`src/rtl/core/rrbm_pkg.sv`:
```
`default_nettype none

package rrbm_pkg;

  localparam int MAX_ROM_BANKS_LOG2 = 7;
  localparam int MAX_RAM_BANKS      = 4;

  localparam int ADDR_W  = 16;
  localparam int DATA_W  = 8;
  localparam int PHYS_W  = 21;
  localparam int CFG_W   = 3;
  localparam int CFG_IDX_W = 2;
  localparam int ROM_SEL_W = 5;
  localparam int RAM_SEL_W = 2;
  localparam int BANK_W    = MAX_ROM_BANKS_LOG2;

  typedef enum logic [2:0] {
    TGT_ROM_READ  = 3'd0,
    TGT_RAM_READ  = 3'd1,
    TGT_RAM_WRITE = 3'd2,
    TGT_REG_WRITE = 3'd3,
    TGT_OPEN_BUS  = 3'd4
  } tgt_t;

  typedef enum logic {
    CMD_READ  = 1'b0,
    CMD_WRITE = 1'b1
  } cmd_t;

  // Register indexes on the configuration channel
  localparam logic [CFG_IDX_W-1:0] CFG_ROM_LOG2  = 2'd0;
  localparam logic [CFG_IDX_W-1:0] CFG_RAM_COUNT = 2'd1;

  // Address regions, top three address bits (8 KiB windows)
  localparam logic [2:0] REG_RAM_ENABLE = 3'd0;
  localparam logic [2:0] REG_ROM_BANK   = 3'd1;
  localparam logic [2:0] REG_RAM_BANK   = 3'd2;
  localparam logic [2:0] REG_MODE       = 3'd3;
  localparam logic [2:0] REGION_EXT_RAM = 3'd5;

  localparam logic [3:0] RAM_ENABLE_KEY = 4'hA;

endpackage

`default_nettype wire

```
`src/rtl/core/rrbm_if.sv`:
```
`default_nettype none

interface rrbm_req_if;
  logic                             valid;
  logic                             ready;
  rrbm_pkg::cmd_t                   command;
  logic [rrbm_pkg::ADDR_W-1:0]      bus_address;
  logic [rrbm_pkg::DATA_W-1:0]      write_byte;

  modport source (output valid, command, bus_address, write_byte, input ready);
  modport sink   (input valid, command, bus_address, write_byte, output ready);
endinterface

interface rrbm_rsp_if;
  logic                             valid;
  logic                             ready;
  rrbm_pkg::tgt_t                   target;
  logic [rrbm_pkg::PHYS_W-1:0]      phys_address;
  logic [rrbm_pkg::DATA_W-1:0]      ram_write_data;

  modport source (output valid, target, phys_address, ram_write_data, input ready);
  modport sink   (input valid, target, phys_address, ram_write_data, output ready);
endinterface

interface rrbm_cfg_if;
  logic                             valid;
  logic                             ready;
  logic [rrbm_pkg::CFG_IDX_W-1:0]   index;
  logic [rrbm_pkg::CFG_W-1:0]       data;

  modport source (output valid, index, data, input ready);
  modport sink   (input valid, index, data, output ready);
endinterface

`default_nettype wire

```
`src/rtl/core/rom_ram_bank_mapper_top.sv`:
```
`default_nettype none

// Cartridge bank mapper: one bus access in, one translated word out.
// The result word of an accepted access is registered and shown on rsp in the next cycle.
// Throughput: one access per cycle while rsp.ready is high; set by the single result register.
// Reset (rst, synchronous): RAM disabled, ROM bank 1, RAM bank 0,
// two ROM banks, no RAM banks; no result word pending.
module rom_ram_bank_mapper_top (
  input  wire             clk,
  input  wire             rst,
  rrbm_req_if.sink        req,
  rrbm_rsp_if.source      rsp,
  rrbm_cfg_if.sink        cfg
);

  logic [rrbm_pkg::CFG_W-1:0]      rom_log2;
  logic [rrbm_pkg::CFG_W-1:0]      ram_count;
  logic                            ram_enable;
  logic [rrbm_pkg::ROM_SEL_W-1:0]  rom_sel;
  logic [rrbm_pkg::RAM_SEL_W-1:0]  ram_sel;

  logic                            rsp_valid;
  rrbm_pkg::tgt_t                  rsp_target;
  logic [rrbm_pkg::PHYS_W-1:0]     rsp_phys;
  logic [rrbm_pkg::DATA_W-1:0]     rsp_wdata;

  logic                            accept;
  logic [2:0]                      region;
  logic                            low_half;
  logic                            in_bank0;
  logic [rrbm_pkg::CFG_W-1:0]      lg_eff;
  logic [rrbm_pkg::CFG_W-1:0]      ram_count_eff;
  logic                            ram_usable;
  logic [rrbm_pkg::BANK_W-1:0]     bank_mask;
  logic [rrbm_pkg::BANK_W-1:0]     rom_bank;
  logic [rrbm_pkg::PHYS_W-1:0]     ram_phys;
  rrbm_pkg::tgt_t                  target_next;
  logic [rrbm_pkg::PHYS_W-1:0]     phys_next;
  logic [rrbm_pkg::DATA_W-1:0]     wdata_next;
  logic                            ram_enable_next;
  logic [rrbm_pkg::ROM_SEL_W-1:0]  rom_sel_next;
  logic [rrbm_pkg::RAM_SEL_W-1:0]  ram_sel_next;
  logic [rrbm_pkg::ROM_SEL_W-1:0]  rom_sel_raw;

  assign accept    = req.valid && req.ready;
  assign req.ready = !rsp_valid || rsp.ready;
  assign cfg.ready = 1'b1;

  assign rsp.valid          = rsp_valid;
  assign rsp.target         = rsp_target;
  assign rsp.phys_address   = rsp_phys;
  assign rsp.ram_write_data = rsp_wdata;

  assign region   = req.bus_address[15:13];
  assign low_half = !req.bus_address[15];
  assign in_bank0 = !req.bus_address[15] && !req.bus_address[14];

  // Saturate the configured sizes into their legal ranges
  always_comb begin
    lg_eff = (rom_log2 == '0) ? rrbm_pkg::CFG_W'(1) : rom_log2;
    ram_count_eff = (ram_count > rrbm_pkg::CFG_W'(rrbm_pkg::MAX_RAM_BANKS))
                    ? rrbm_pkg::CFG_W'(rrbm_pkg::MAX_RAM_BANKS) : ram_count;
  end

  assign ram_usable = ram_enable &&
                      ({1'b0, ram_sel} < ram_count_eff);
  assign bank_mask  = rrbm_pkg::BANK_W'((8'd1 << lg_eff) - 8'd1);
  assign rom_bank   = rrbm_pkg::BANK_W'(rom_sel) & bank_mask;
  assign ram_phys   = {{(rrbm_pkg::PHYS_W - rrbm_pkg::RAM_SEL_W - 13){1'b0}},
                       ram_sel, req.bus_address[12:0]};
  assign rom_sel_raw = req.write_byte[rrbm_pkg::ROM_SEL_W-1:0];

  always_comb begin
    target_next     = rrbm_pkg::TGT_OPEN_BUS;
    phys_next       = '0;
    wdata_next      = '0;
    ram_enable_next = ram_enable;
    rom_sel_next    = rom_sel;
    ram_sel_next    = ram_sel;
    if (req.command == rrbm_pkg::CMD_WRITE) begin
      if (low_half) begin
        target_next = rrbm_pkg::TGT_REG_WRITE;
        unique case (region)
          rrbm_pkg::REG_RAM_ENABLE: begin
            ram_enable_next = (req.write_byte[3:0] == rrbm_pkg::RAM_ENABLE_KEY);
          end
          rrbm_pkg::REG_ROM_BANK: begin
            // bank zero maps to bank one
            rom_sel_next = (rom_sel_raw == '0) ? rrbm_pkg::ROM_SEL_W'(1) : rom_sel_raw;
          end
          rrbm_pkg::REG_RAM_BANK: begin
            ram_sel_next = req.write_byte[rrbm_pkg::RAM_SEL_W-1:0];
          end
          default: begin
            // mode register: no effect
          end
        endcase
      end else if (region == rrbm_pkg::REGION_EXT_RAM && ram_usable) begin
        target_next = rrbm_pkg::TGT_RAM_WRITE;
        phys_next   = ram_phys;
        wdata_next  = req.write_byte;
      end
    end else begin
      priority if ((lg_eff == rrbm_pkg::CFG_W'(1) && low_half) || in_bank0) begin
        target_next = rrbm_pkg::TGT_ROM_READ;
        phys_next   = rrbm_pkg::PHYS_W'(req.bus_address);
      end else if (low_half) begin
        target_next = rrbm_pkg::TGT_ROM_READ;
        phys_next   = {rom_bank, req.bus_address[13:0]};
      end else if (region == rrbm_pkg::REGION_EXT_RAM && ram_usable) begin
        target_next = rrbm_pkg::TGT_RAM_READ;
        phys_next   = ram_phys;
      end else begin
        target_next = rrbm_pkg::TGT_OPEN_BUS;
      end
    end
  end

  always_ff @(posedge clk) begin
    if (rst) begin
      rom_log2 <= rrbm_pkg::CFG_W'(1);
      ram_count <= '0;
    end else if (cfg.valid) begin
      if (cfg.index == rrbm_pkg::CFG_ROM_LOG2) begin
        rom_log2 <= cfg.data;
      end else if (cfg.index == rrbm_pkg::CFG_RAM_COUNT) begin
        ram_count <= cfg.data;
      end
    end
  end

  always_ff @(posedge clk) begin
    if (rst) begin
      ram_enable <= 1'b0;
      rom_sel    <= rrbm_pkg::ROM_SEL_W'(1);
      ram_sel    <= '0;
    end else if (accept) begin
      ram_enable <= ram_enable_next;
      rom_sel    <= rom_sel_next;
      ram_sel    <= ram_sel_next;
    end
  end

  always_ff @(posedge clk) begin
    if (rst) begin
      rsp_valid <= 1'b0;
    end else if (accept) begin
      rsp_valid <= 1'b1;
    end else if (rsp.ready) begin
      rsp_valid <= 1'b0;
    end
  end

  // hold the word until taken; load a new one on each accepted access
  always_ff @(posedge clk) begin
    if (accept) begin
      rsp_target <= target_next;
      rsp_phys   <= phys_next;
      rsp_wdata  <= wdata_next;
    end
  end

endmodule

`default_nettype wire
```
`src/flat_wrapper.sv`:
```
// flat-port wrapper written by rule: the top's interface ports become plain ports
module rom_ram_bank_mapper_top_flat 
  (clk, rst, req_valid, req_command, req_bus_address, req_write_byte, req_ready, rsp_valid, rsp_target, rsp_phys_address, rsp_ram_write_data, rsp_ready, cfg_valid, cfg_index, cfg_data, cfg_ready);
  rrbm_req_if req_i ();
  rrbm_rsp_if rsp_i ();
  rrbm_cfg_if cfg_i ();
  input  wire clk;
  input  wire rst;
  input wire logic [$bits(req_i.valid)-1:0] req_valid;
  input wire logic [$bits(req_i.command)-1:0] req_command;
  input wire logic [$bits(req_i.bus_address)-1:0] req_bus_address;
  input wire logic [$bits(req_i.write_byte)-1:0] req_write_byte;
  output wire logic [$bits(req_i.ready)-1:0] req_ready;
  output wire logic [$bits(rsp_i.valid)-1:0] rsp_valid;
  output wire logic [$bits(rsp_i.target)-1:0] rsp_target;
  output wire logic [$bits(rsp_i.phys_address)-1:0] rsp_phys_address;
  output wire logic [$bits(rsp_i.ram_write_data)-1:0] rsp_ram_write_data;
  input wire logic [$bits(rsp_i.ready)-1:0] rsp_ready;
  input wire logic [$bits(cfg_i.valid)-1:0] cfg_valid;
  input wire logic [$bits(cfg_i.index)-1:0] cfg_index;
  input wire logic [$bits(cfg_i.data)-1:0] cfg_data;
  output wire logic [$bits(cfg_i.ready)-1:0] cfg_ready;
  assign req_i.valid = req_valid;
  assign req_i.command = req_command;
  assign req_i.bus_address = req_bus_address;
  assign req_i.write_byte = req_write_byte;
  assign req_ready = req_i.ready;
  assign rsp_valid = rsp_i.valid;
  assign rsp_target = rsp_i.target;
  assign rsp_phys_address = rsp_i.phys_address;
  assign rsp_ram_write_data = rsp_i.ram_write_data;
  assign rsp_i.ready = rsp_ready;
  assign cfg_i.valid = cfg_valid;
  assign cfg_i.index = cfg_index;
  assign cfg_i.data = cfg_data;
  assign cfg_ready = cfg_i.ready;
  rom_ram_bank_mapper_top u_core (.clk(clk), .rst(rst), .req(req_i), .rsp(rsp_i), .cfg(cfg_i));
endmodule
```
`config.mk`:
```
export PLATFORM = sky130hd
export DESIGN_NAME = rom_ram_bank_mapper_top_flat
export DESIGN_NICKNAME = d
export VERILOG_FILES = /design/src/rtl/core/rrbm_pkg.sv /design/src/rtl/core/rrbm_if.sv /design/src/rtl/core/rom_ram_bank_mapper_top.sv /design/src/flat_wrapper.sv
export SDC_FILE = /design/constraint.sdc
export NUM_CORES = 1
export LEC_CHECK = 0
export ABC_AREA = 1
export BUFFER_PORTS_ARGS = -buffer_cell sky130_fd_sc_hd__buf_2
export CORE_MARGIN = 8
export CORE_UTILIZATION = 45
export CTS_CLUSTER_DIAMETER = 120
export DETAILED_ROUTE_END_ITERATION = 8
export GPL_ROUTABILITY_DRIVEN = 0
export PLACE_DENSITY = 0.86
export RECOVER_POWER = 50
export SETUP_SLACK_MARGIN = 0.02
export SYNTH_ARGS = -nofsm -noshare
export SYNTH_HDL_FRONTEND = slang
export SYNTH_SLANG_ARGS = --single-unit
```
`constraint.sdc`:
```
create_clock -name clk -period 6.75 [get_ports clk]
set_clock_uncertainty 0.2 [all_clocks]
set_input_delay 1.6875 -clock clk [delete_from_list [all_inputs] [get_ports clk]]
set_output_delay 1.6875 -clock clk [all_outputs]
set_load 0.005 [all_outputs]
```
==> After elaboration in Yosys (flattened, before gate mapping) <==
Cells that the tools add are included.
{ "classes": {"n_addsub": 1, "order_cmp": 2, "n_eq_ne": 6, "n_shift": 1, "muxes": 16, "n_bitwise": 3, "reduce_logical": 21} }
{ "ops": {"columns": ["cell", "n"], "rows": [
  ["21-bit two-way mux", 4],
  ["3-bit two-way mux", 8],
  ["15-bit two-way mux", 1],
  ["4-bit AND reduction", 3],
  ["5-bit by 7-bit bitwise AND with 7-bit output", 1],
  ["1-bit by 3-bit << shifter with 7-bit output, first input constant", 1],
  ["7-bit by 1-bit subtractor with 7-bit output, second input constant", 1],
  ["3-bit by 1-bit equality test with 1-bit output, second input constant", 2],
  ["3-bit zero test", 2],
  ["3-bit AND reduction", 2],
  ["1-bit logical AND", 5],
  ["5-bit zero test", 1],
  ["5-bit two-way mux", 1],
  ["4-bit equality test, second input constant", 1],
  ["3-bit by 2-bit equality test with 1-bit output, second input constant", 1],
  ["3-bit equality test, second input constant", 1],
  ["3-bit > comparator, second input constant", 1],
  ["1-bit zero test", 3],
  ["2-bit by 3-bit less-than comparator with 1-bit output", 1],
  ["2-bit by 1-bit equality test with 1-bit output, second input constant", 1],
  ["2-bit zero test", 1],
  ["1-bit logical OR", 2],
  ["1-bit two-way mux", 2],
  ["1-bit inverter", 2],
  ["other kinds (2)", 2]
]} }
{ "word_totals": {"reg_bits": 47, "input_bits": 35, "elab_cells": 59} }

==> Longest topological paths before layout <==
Gate-level depths: netlist of run 1.
{ "depth": {"depth_word": 9, "ltp_mapped": 10} }

==> Worst setup path after synthesis of run 1 <==
OpenSTA, ideal clock, no wires.
{ "synth_timing": {"path_type": "input-to-output", "from": "in rsp_ready", "to": "out req_ready", "arrival_time_ns": 1.829, "slack_ns": 3.034, "path_stages": 2, "n_path_buf": 0, "path_cell_list": "inv_1 -> nand2_1"} }
{ "synth_between": {"elab_chain_cells": 1} }
{ "synth_lines": {"columns": ["element", "line_no", "rtl"], "rows": [
  ["start: declaration", "flat_wrapper.sv:18", "input wire logic [$bits(rsp_i.ready)-1:0] rsp_ready;"],
  ["1-bit logical OR", "rom_ram_bank_mapper_top.sv:46", "assign req.ready = !rsp_valid || rsp.ready;"],
  ["end: declaration", "flat_wrapper.sv:13", "output wire logic [$bits(req_i.ready)-1:0] req_ready;"]
]} }
Every way passes these cells.

==> Final worst setup path of run 1 <==
Same ends and word-level chain as after synthesis.

==> metrics list, run 1 <==
* Run status: finished clean
* CP Cell Sequence: buf_2, inv_1, nand2_1, buf_2
- Compared with the post-synthesis result, the final layout area differs by 23.6%.
- After detailed routing, the number of vias per cell comes to 4.94.
* Final critical path time including I/O delays and setup: 4.01 ns
- The worst register-to-register path begins at u_core.ram_count[2].
- Total die area: 6590 um2
- Maximum number of pins on one net before global-route repair: 32
* Clock network latency to the later pin of the worst-skew pair: 0.30 ns
- After clock tree synthesis, the clock-pin slew on the worst setup and hold paths is 0.07 ns.
- Setup repair after global routing missed its margin: false
- The final layout contains routed wiring with a total length of 4.60 mm.
- Highest-delay cell along the critical path: sky130_fd_sc_hd__buf_2
* Count of buffer and inverter cells on the critical path: 3
* Most frequent cell after synthesis: sky130_fd_sc_hd__nor2_1
- Number of synthesized flops with an enable pin: 30
- Maximum cell stage delay along the critical path: 0.14 ns
- Summed over all cells, the static leakage comes to 1.05 nW.
- The clock passes through at most 2 buffers.
- Count of cells along the worst register-to-register path: 10
- Standard-cell rows: 23
- After technology mapping, the gate count stands at 190.
- Ys flop type: sky130_fd_sc_hd__edfxtp_1
* Post-synthesis cell type count: 28
- Post-CTS Setup Inserts: 0
- In this run the number of cells on the critical path is 4.
- The synthesized design contains 45 register bits.
* Async set or reset register ratio after synthesis: 0%
- Post-layout nets: 296
- Along the worst path, the maximum fanout reaches 3.
* Largest delay share family, worst path: buffers and inverters
* Total Neg Setup Slack: 0 ns
- Cell taking the most area after synthesis: sky130_fd_sc_hd__edfxtp_1
* Share of final-layout standard cells stronger than drive strength 1: 23.1%
- At the pin with the least slew margin, the transition time is 1.01 ns.
* Design Area, Final: 2360 um2
- Most common library cells after synthesis: sky130_fd_sc_hd__nor2_1 (37), sky130_fd_sc_hd__edfxtp_1 (30), sky130_fd_sc_hd__nand2_1 (26)
* Average size of a mapped cell: 10.1 um2
- Initial antenna violation count: 1
* Clock Sinks: 45
- In this run the power density over the cells is 238 nW/um2.
* Min-Delay Path Depth: 2
* Initial drt markers: 202
- From bottom edge to top edge, the die measures 81.2 um.
* DRC viols: 0
- The path class of the tightest hold or removal check is reg2reg.
- Setup slack, reg-to-reg: 4.60 ns
* Total number of vias: 1,537
* Total track usage: 13.8%
- For the worst setup path, the data required time is 4.86 ns.
- The tree is rooted in a sky130_fd_sc_hd__clkbuf_8.
- The Yosys step of the flow raised 0 warnings.
- Synth area leaders: sky130_fd_sc_hd__edfxtp_1 (47%), sky130_fd_sc_hd__dfxtp_1 (16%), sky130_fd_sc_hd__nor2_1 (7.3%)
- Measured against its own limit, the worst slew margin works out to 32.7%.
- Across the run, the number of max-cap violations was 0.
- The final critical path takes up 59.4% of the cycle.
- STA classifies the critical path endpoint as a primary output.
- Final Max Tran Viols: 0
- Post_cts resized: 0
- Across the VDD grid, the largest voltage drop is 0.113 mV.
* Number of optimization iterations in the first detailed-route pass: 4
- # port buffers: 66
- Number of routed nets with antenna violations: 0
* Die Span X: 81.2 um
- The cell that appears most often on the critical path is sky130_fd_sc_hd__buf_2.
- Post-synthesis instance area: 1910 um2
- Fmax achieved: 0.250 GHz
- Placed wire-length estimate after detailed placement: 3.40 mm
- Pin placement for this block handled 70 I/O pins.
- STA classifies the critical path startpoint as an input port.
* Count of final setup violators: 0
- Seq/Total Area, Yosys: 62.8%
- The region available for standard cell placement spans 4060 um2.
- The share of synthesized area in the top cell type comes to 47.1%.
- In this run the worst setup path begins at rsp_ready.
* Wire per inst: 14.8 um
* GR Overflow Total: 0
- For the worst setup path, the data arrival time is 2.12 ns.
* Hold-fix buffers at CTS: 0
- Hold Path Origin: u_core.ram_count[2]
* Number of hold-slack violations in the final timing report: 0
- The first global-routing pass estimated 6.86 mm of wire.
* Vias in the first global route: 1,493
- TritonCTS Buffers: 5
- CTS HTree Levels: 2
- Critical Setup Path Class: in2out
- Once placement finished, the instance area stood at 2280 um2.
* TritonCTS clock tree: yes
- For this configuration, the core starts out at a cell density of 47.1%.
-- final cells by class --
class | instances | area, um2
clock inverter | 2 | 35.0
sequential | 45 | 1200
timing repair buffer | 66 | 308
inverter | 24 | 91.3
fill | 369 | 1700
clock buffer | 6 | 72.6
antenna | 1 | 2.50
multi-input combinational | 117 | 589
tap | 50 | 62.6
-- metal layers --
layer | part of all wire (%) | vias to the layer above | GRT usage (%) | wire, um
li1 | - | 757 | - | -
met1 | 38 | 702 | 14.5 | 1760
met2 | 50 | 64 | 23.5 | 2290
met3 | 8.2 | 14 | 5.19 | 376
met4 | 3.8 | 0 | 7.86 | 175
met5 | 0 | - | 0 | 0
-- worst register-to-register path: stages (launching register included) --
cell                      delay [ns]
sky130_fd_sc_hd__dfxtp_1        0.30
sky130_fd_sc_hd__inv_1          0.08
sky130_fd_sc_hd__nand2_1        0.06
sky130_fd_sc_hd__ha_1           0.27
sky130_fd_sc_hd__nand2_1        0.05
sky130_fd_sc_hd__nand2_1        0.05
sky130_fd_sc_hd__nand2_1        0.06
sky130_fd_sc_hd__nand2_1        0.38
sky130_fd_sc_hd__inv_1          0.12
sky130_fd_sc_hd__nand2_1        0.25
sky130_fd_sc_hd__nand2_1        0.08
-- registers in the layout, summed over array words and instances, names as in the netlist --
name	count
u_core.rsp.ram_write_data	8
u_core.ram_sel	2
u_core.rom_log2	3
u_core.rsp.target	3
u_core.rsp.valid	1
u_core.ram_count	3
u_core.ram_enable	1
u_core.rsp.phys_address	19
u_core.rom_sel	5
-- cell families after synthesis --
group / Yosys count / share of synthesized area (%)
AOI/OAI and AO/OA: 32 / 10.5
xor gates and xnor gates: 1 / 0.458
buffers and inverters: 30 / 6.74
DFF: 45 / 62.8
and+or+nand+nor: 78 / 17.8
adders and majority gates: 2 / 1.31
other: 2 / 0.393
-- worst paths after layout --
kind,end
setup / recovery,req_ready
setup reg to reg,u_core.rsp.target[1]
hold reg to reg,u_core.ram_count[2]
hold / removal,u_core.ram_count[2]
-- power breakdown --
group          internal (mW)  leakage (nW)  switching (mW)
clock                  0.110        0.0552          0.0894
combinational         0.0209         0.573          0.0310
sequential             0.307         0.423         0.00408
-- layout by cell type, fill, tap and decap left out, types with 5 or more instances in the layout --
cell,n
sky130_fd_sc_hd__buf_2,48
sky130_fd_sc_hd__inv_1,22
sky130_fd_sc_hd__o21ai_0,8
sky130_fd_sc_hd__edfxtp_1,30
sky130_fd_sc_hd__a21boi_0,12
sky130_fd_sc_hd__clkbuf_1,19
sky130_fd_sc_hd__nand2_1,28
sky130_fd_sc_hd__dfxtp_1,15
sky130_fd_sc_hd__clkbuf_8,5
sky130_fd_sc_hd__nor2_1,38
-- through the flow --
step                hold WS (ns)  std cells  util, %  setup slack, ns  total power [mW]
CTS                        0.280        310     58.9             2.74             0.568
global route               0.297        311     58.2             2.71             0.587
global placement           0.262        302     56.2             2.76             0.369
detailed placement         0.265        302     56.2             2.74             0.371
finish                     0.281        311     58.2             2.74             0.563
floorplan                  0.237        192        -             3.03             0.344
No activity file was read; power rests on OpenSTA's default activity.
==> run 2, diff against run 1 <==
Clock period 6.75 ns to 3.9 ns, I/O delays scaled along.
==> run 2 against run 1 <==
  * The flow now finishes with violations (max-capacitance violations, max-slew violations)
  * Sequential cell count is the same
  * Cell area shrank 0.64%
  * Clock power grew 39%
  * First-iteration DRC count shrank 25%
  * Setup slack lost 1.9 ns
  * Sequential power grew 73%
  * Worst hold slack gained 0.0050 ns
  * Sequential share of layout area grew 0.33 points
==> metrics list, run 2 (synthesis results as in run 1) <==
- DR WL met2: 2.25 mm
* Worst setup path startpoint: req_valid
* Total die area: 6590 um2
- The final hold violation count is 0.
- The final layout contains 297 nets.
- GR Overflow Total: 0
- The worst register-to-register path begins at u_core.rsp.valid.
- Total track usage: 13.0%
- Filler cells: 358
* Die Span X: 81.2 um
- CTS HTree Levels: 2
* Count of cells along the worst register-to-register path: 5
- Post-CTS Setup Inserts: 0
- Combined flip-flop and latch cell area: 1200 um2
- Leakage power summed over all cells: 1.07 nW
- Critical path endpoint category: register
- Using the TritonRoute via totals, the vias-per-cell ratio works out to 4.86.
- The via count of the first global-routing pass was 1,464.
- At the worst endpoint, the arrival time is 3.05 ns.
- Worst voltage drop across the vdd grid: 0.245 mV
- Largest register FFs: 19
* # port buffers: 66
- Startpoint kind of the worst setup timing path: input port
- HP Class: reg2reg
- Summed over all failing endpoints, the final setup total negative slack is 0 ns.
- Setup repair after global routing missed its margin: false
- Highest metal used: met4
* Initial antenna violation count: 0
- After detailed routing, the average wire length per cell comes to 14.1 um.
- CTS clock-pin slew for the worst setup and hold paths: 0.08 ns
* Area used by multi-input combinational logic: 581 um2
- Wire length on met1: 1.82 mm
- In this run the clock root is driven by a sky130_fd_sc_hd__clkbuf_8.
- Maximum number of pins on one net before global-route repair: 17
* Slew @ Worst Pin: 1.50 ns
- The area growth from synthesis to layout is 22.8%.
- Cells with a size suffix above 1 make up 26.1% of the layout.
- Of all nets on the critical path, the largest fanout is 16.
- The routed layout has 1,513 vias.
- Gates resized during post-CTS repair numbered 0.
* Placed wire-length estimate after detailed placement: 3.48 mm
* Overall routed net length: 4.40 mm
- Leading cell type in the layout, fill and taps excluded: sky130_fd_sc_hd__buf_2
* Initial drt markers: 151
- Count of final setup violators: 0
- Final critical path time including I/O delays and setup: 3.05 ns
* Number of buffers on the longest clock path: 2
* Hold-fix buffers at CTS: 0
* Number of top-level pins: 70
- Slew HR: -0.0786%
- The endpoint identified for the worst register-to-register timing path is u_core.rom_sel[1].
- Power after layout: 0.906 mW
* Most frequent cells in the layout: sky130_fd_sc_hd__buf_2 (56), sky130_fd_sc_hd__nor2_1 (38), sky130_fd_sc_hd__edfxtp_1 (30)
- Area of the core: 4060 um2
- In this run the core area contains 23 standard-cell rows.
- Critical Setup Path Class: in2reg
- Die height: 81.2 um
- Wire length of the first global-routing pass: 6.67 mm
- The checks that failed: max-capacitance violations, max-slew violations.
* WP data required: 3.90 ns
* Power density of the placed cells: 386 nW/um2
- Setup slack, reg-to-reg: 1.35 ns
- The flow ran to the end, but the final reports show violations.
- DRC viols: 0
- Static timing analysis puts the maximum clock frequency at 0.327 GHz.
- Final Max Tran Viols: 16
- Max Cap Viol: 1
- Clock tree synthesis found a total of 45 sinks.
- The first TritonRoute pass finished after 4 iterations.
* Number of antenna cells inserted: 0
* Worst setup path endpoint: u_core.rom_sel[1]
- The initial utilization of the core area, before any placement, comes to 47.1%.
- Share of the clock period used by the worst path after layout: 78.3%
* Met3 wire len: 256 um
- Clock network latency to the later pin of the worst-skew pair: 0.30 ns
- Buffers inserted during clock tree synthesis total 5.
- The detail route stage leaves a number of antenna-violating nets equal to 0.
* TritonCTS clock tree: yes
==> run 2: layer usage <==
layer	vias to the layer above	global-route usage (%)
li1	759	-
met1	690	14.4
met2	57	23.3
met3	7	3.31
met4	0	4.82
met5	-	0
==> run 2: worst min-delay path by stage <==
stage | endpoint | cells past startpoint | startpoint | slack [ns]
CTS | u_core.rom_sel[0] | 2 | u_core.rom_sel[0] | 0.28
global route | u_core.rom_sel[4] | 2 | u_core.rom_sel[4] | 0.31
floorplan | u_core.rom_sel[0] | 2 | u_core.rom_sel[0] | 0.24
finish | u_core.rom_sel[0] | 2 | u_core.rom_sel[0] | 0.29
detailed placement | u_core.rom_sel[0] | 2 | u_core.rom_sel[0] | 0.26
global placement | u_core.rom_sel[0] | 2 | u_core.rom_sel[0] | 0.26
==> run 2: power breakdown <==
part	internal, mW	switching (mW)	total (mW)
sequential	0.532	0.00669	0.539
clock	0.124	0.153	0.277
combinational	0.0375	0.0522	0.0897
==> run 2: area by class of cell <==
type / instances / share of cell area [%]
multi-input cells: 117 / 24.7
flip-flops and latches: 45 / 51.2
inverters: 24 / 3.89
clock inverters: 3 / 0.746
repair buffers: 67 / 13.9
clock buffers: 5 / 2.93
well taps: 50 / 2.67
==> run 2: per-stage QoR <==
stage / area, um2 / setup WS [ns] / hold WS (ns) / util (%) / cells
after floorplan: 1920 / 1.17 / 0.237 / - / 192
after global placement: 2290 / 1.33 / 0.263 / 56.4 / 303
after detailed placement: 2290 / 1.30 / 0.258 / 56.4 / 303
after CTS: 2380 / 1.31 / 0.282 / 58.6 / 311
after global routing: 2350 / 0.689 / 0.313 / 57.8 / 311
final: 2350 / 0.846 / 0.286 / 57.8 / 311
==> run 2: critical path, stage by stage <==
cell and delay [ns]:
sky130_fd_sc_hd__clkbuf_1 0.10, sky130_fd_sc_hd__inv_1 0.06, sky130_fd_sc_hd__a21oi_1 1.13, sky130_fd_sc_hd__buf_4 0.43, sky130_fd_sc_hd__nand3b_4 0.14, sky130_fd_sc_hd__o21ai_1 0.15, sky130_fd_sc_hd__nor2_1 0.05
==> run 3, diff against run 2 <==
Clock period 3.9 ns to 3.2 ns, I/O delays scaled along.
==> run 3 against run 2 <==
  * The flow now finishes without violations
  * Worst hold slack is essentially flat
  * Cell area grew 0.59%
  * Count of clock-buffer cells in the layout grew 2
  * Sequential share of layout area shrank 0.30 points
  * Register-to-register slack lost 0.25 ns
  * Die area is the same
  * Sequential power grew 22%
  * Cell count is the same
  * Global-route usage grew 0.62 points
  * Non-clock buffer count is the same
  * Setup slack gained 0.11 ns
  * Critical path depth shrank 3
  * Largest power group unchanged
==> metrics list, run 3 (synthesis results as in run 1) <==
- Run status: finished clean
- Wire per inst: 14.2 um
- The final hold violation count was 0.
* Total die area: 6590 um2
- In this run, CTS created clock tree buffers numbering 5.
* Max Cap Viol: 0
- Number of routed nets with antenna violations: 0
* HP Class: reg2reg
- Met3 wire len: 332 um
* Highest metal used: met4
- Final Max Tran Viols: 0
- Largest delay share family, worst path: buffers and inverters
* Power after layout: 1.10 mW
- Using the TritonRoute via totals, the vias-per-cell ratio works out to 4.89.
- At the worst endpoint, the arrival time is 1.25 ns.
- Area of the core: 4060 um2
* Leading cell type in the layout, fill and taps excluded: sky130_fd_sc_hd__buf_2
- Detailed routing placed a total of 2.21 mm of wire on met2.
- The via count of the first global-routing pass is 1,535.
* Leakage power summed over all cells: 1.08 nW
- Initial drt markers: 122
- Counting every sink on the clock net gives 45.
* Slew HR: 57.7%
- The total overflow left after global routing is 0.
- Maximum cell stage delay along the critical path: 0.15 ns
- Post-layout nets: 297
- The clock passes through at most 2 buffers.
- 0 antenna diodes ended up in the layout.
- At the pin with the least slew margin, the transition time is 0.633 ns.
- Cell chosen for the clock root: sky130_fd_sc_hd__clkbuf_8
- TritonCTS built the clock tree.
- Clock latency on the worst-skew pair, taken at its later pin, is 0.29 ns.
- Startpoint kind of the worst setup timing path: input port
- CTS clock-pin slew for the worst setup and hold paths: 0.07 ns
* Total Neg Setup Slack: 0 ns
- Hold-fix buffers at CTS: 0
* Power density of the placed cells: 465 nW/um2
- Counting stages on the worst path, the most repeated cell is sky130_fd_sc_hd__buf_2.
- In the final routing, the length of wire on met1 measures 1.73 mm.
* Fmax achieved: 0.445 GHz
- The slowest stage of the critical path belongs to the cell sky130_fd_sc_hd__buf_2.
- Count of final setup violators: 0
- Most frequent cells in the layout: sky130_fd_sc_hd__buf_2 (60), sky130_fd_sc_hd__nor2_1 (37), sky130_fd_sc_hd__edfxtp_1 (30)
- The initial utilization of the core area, before any placement, comes to 47.1%.
- Relative to the synthesized area, the layout overhead comes to 23.5%.
- In the routed design, unresolved DRC markers number 0.
- Buffers placed on the I/O ports in this run total 66.
- In this run the post-CTS setup repair buffer count came out at 0.
* Share of the clock period used by the worst path after layout: 70.3%
- Share of final-layout standard cells stronger than drive strength 1: 28.4%
- The initial antenna violation count came to 0.
- Total number of vias: 1,522
* Critical path fanouts, max: 3
* Critical path endpoint category: primary output
* Largest register FFs: 19
- Maximum number of pins on one net before global-route repair: 20
- Standard-cell rows: 23
- For this run, the total global-route usage over all layers was measured as 13.6%.
- Overall routed net length: 4.43 mm
- The setup path with the least slack is of type in2out.
- Die height: 81.2 um
* CP Cell Sequence: buf_2, inv_1, nand2_1, buf_2
- Post_cts resized: 0
* Worst voltage drop across the vdd grid: 0.273 mV
- Setup repair after global routing left no endpoint under its margin.
* WP data required: 2.20 ns
* Die Span X: 81.2 um
* Final critical path time including I/O delays and setup: 2.25 ns
- CTS built an H-tree with a depth of 2.
* Wire length of the first global-routing pass: 6.79 mm
- During I/O placement, the number of pins put on the boundary was 70.
- The first TritonRoute pass finished after 4 iterations.
* Placed wire-length estimate after detailed placement: 3.51 mm
- The critical path contains buffers and inverters numbering 3 combined.
==> run 3: worst register-to-register path: cells and delay by family, from the launching register on <==
family                     cells  cell delay, ns
and+or+nand+nor                7            0.87
DFF                            1            0.30
adders and majority gates      1            0.27
buffers and inverters          2            0.22
==> run 3: worst paths after layout <==
kind | startpoint | end | slack (ns) | cells past startpoint
hold / removal | u_core.rom_sel[1] | u_core.rom_sel[1] | 0.29 | 2
setup reg to reg | u_core.ram_count[2] | u_core.rsp.target[1] | 1.10 | 10
hold reg to reg | u_core.rom_sel[1] | u_core.rom_sel[1] | 0.29 | 2
setup / recovery | rsp_ready | req_ready | 0.95 | 4
==> run 3: layer usage <==
layer  global-route usage, %  vias up
li1                        -      763
met1                    14.4      686
met2                    22.9       58
met3                    4.30       15
met4                    9.11        0
met5                       0        -
==> run 3: area by class of cell <==
class	instances	area, um2
Fill cell	355	1700
Sequential cell	45	1200
Multi-Input combinational cell	117	594
Timing Repair Buffer	67	330
Inverter	24	91.3
Clock buffer	7	76.3
Tap cell	50	62.6
Clock inverter	1	5.00
==> run 3: power by group <==
part | switching, mW | internal (mW)
logic | 0.0639 | 0.0471
registers | 0.00925 | 0.649
clock network | 0.177 | 0.153
total | 0.250 | 0.849
==> run 3: metrics by stage <==
| step | setup slack [ns] | utilization, % | hold WS [ns] | instances | instance area, um2 |
|---|---|---|---|---|---|
| after floorplan | 0.646 | - | 0.237 | 192 | 1920 |
| after global routing | 0.914 | 58.2 | 0.296 | 311 | 2360 |
| after CTS | 0.950 | 58.4 | 0.289 | 311 | 2370 |
| after global placement | 0.903 | 56.4 | 0.260 | 303 | 2290 |
| final | 0.951 | 58.2 | 0.285 | 311 | 2360 |
| after detailed placement | 0.869 | 56.4 | 0.268 | 303 | 2290 |
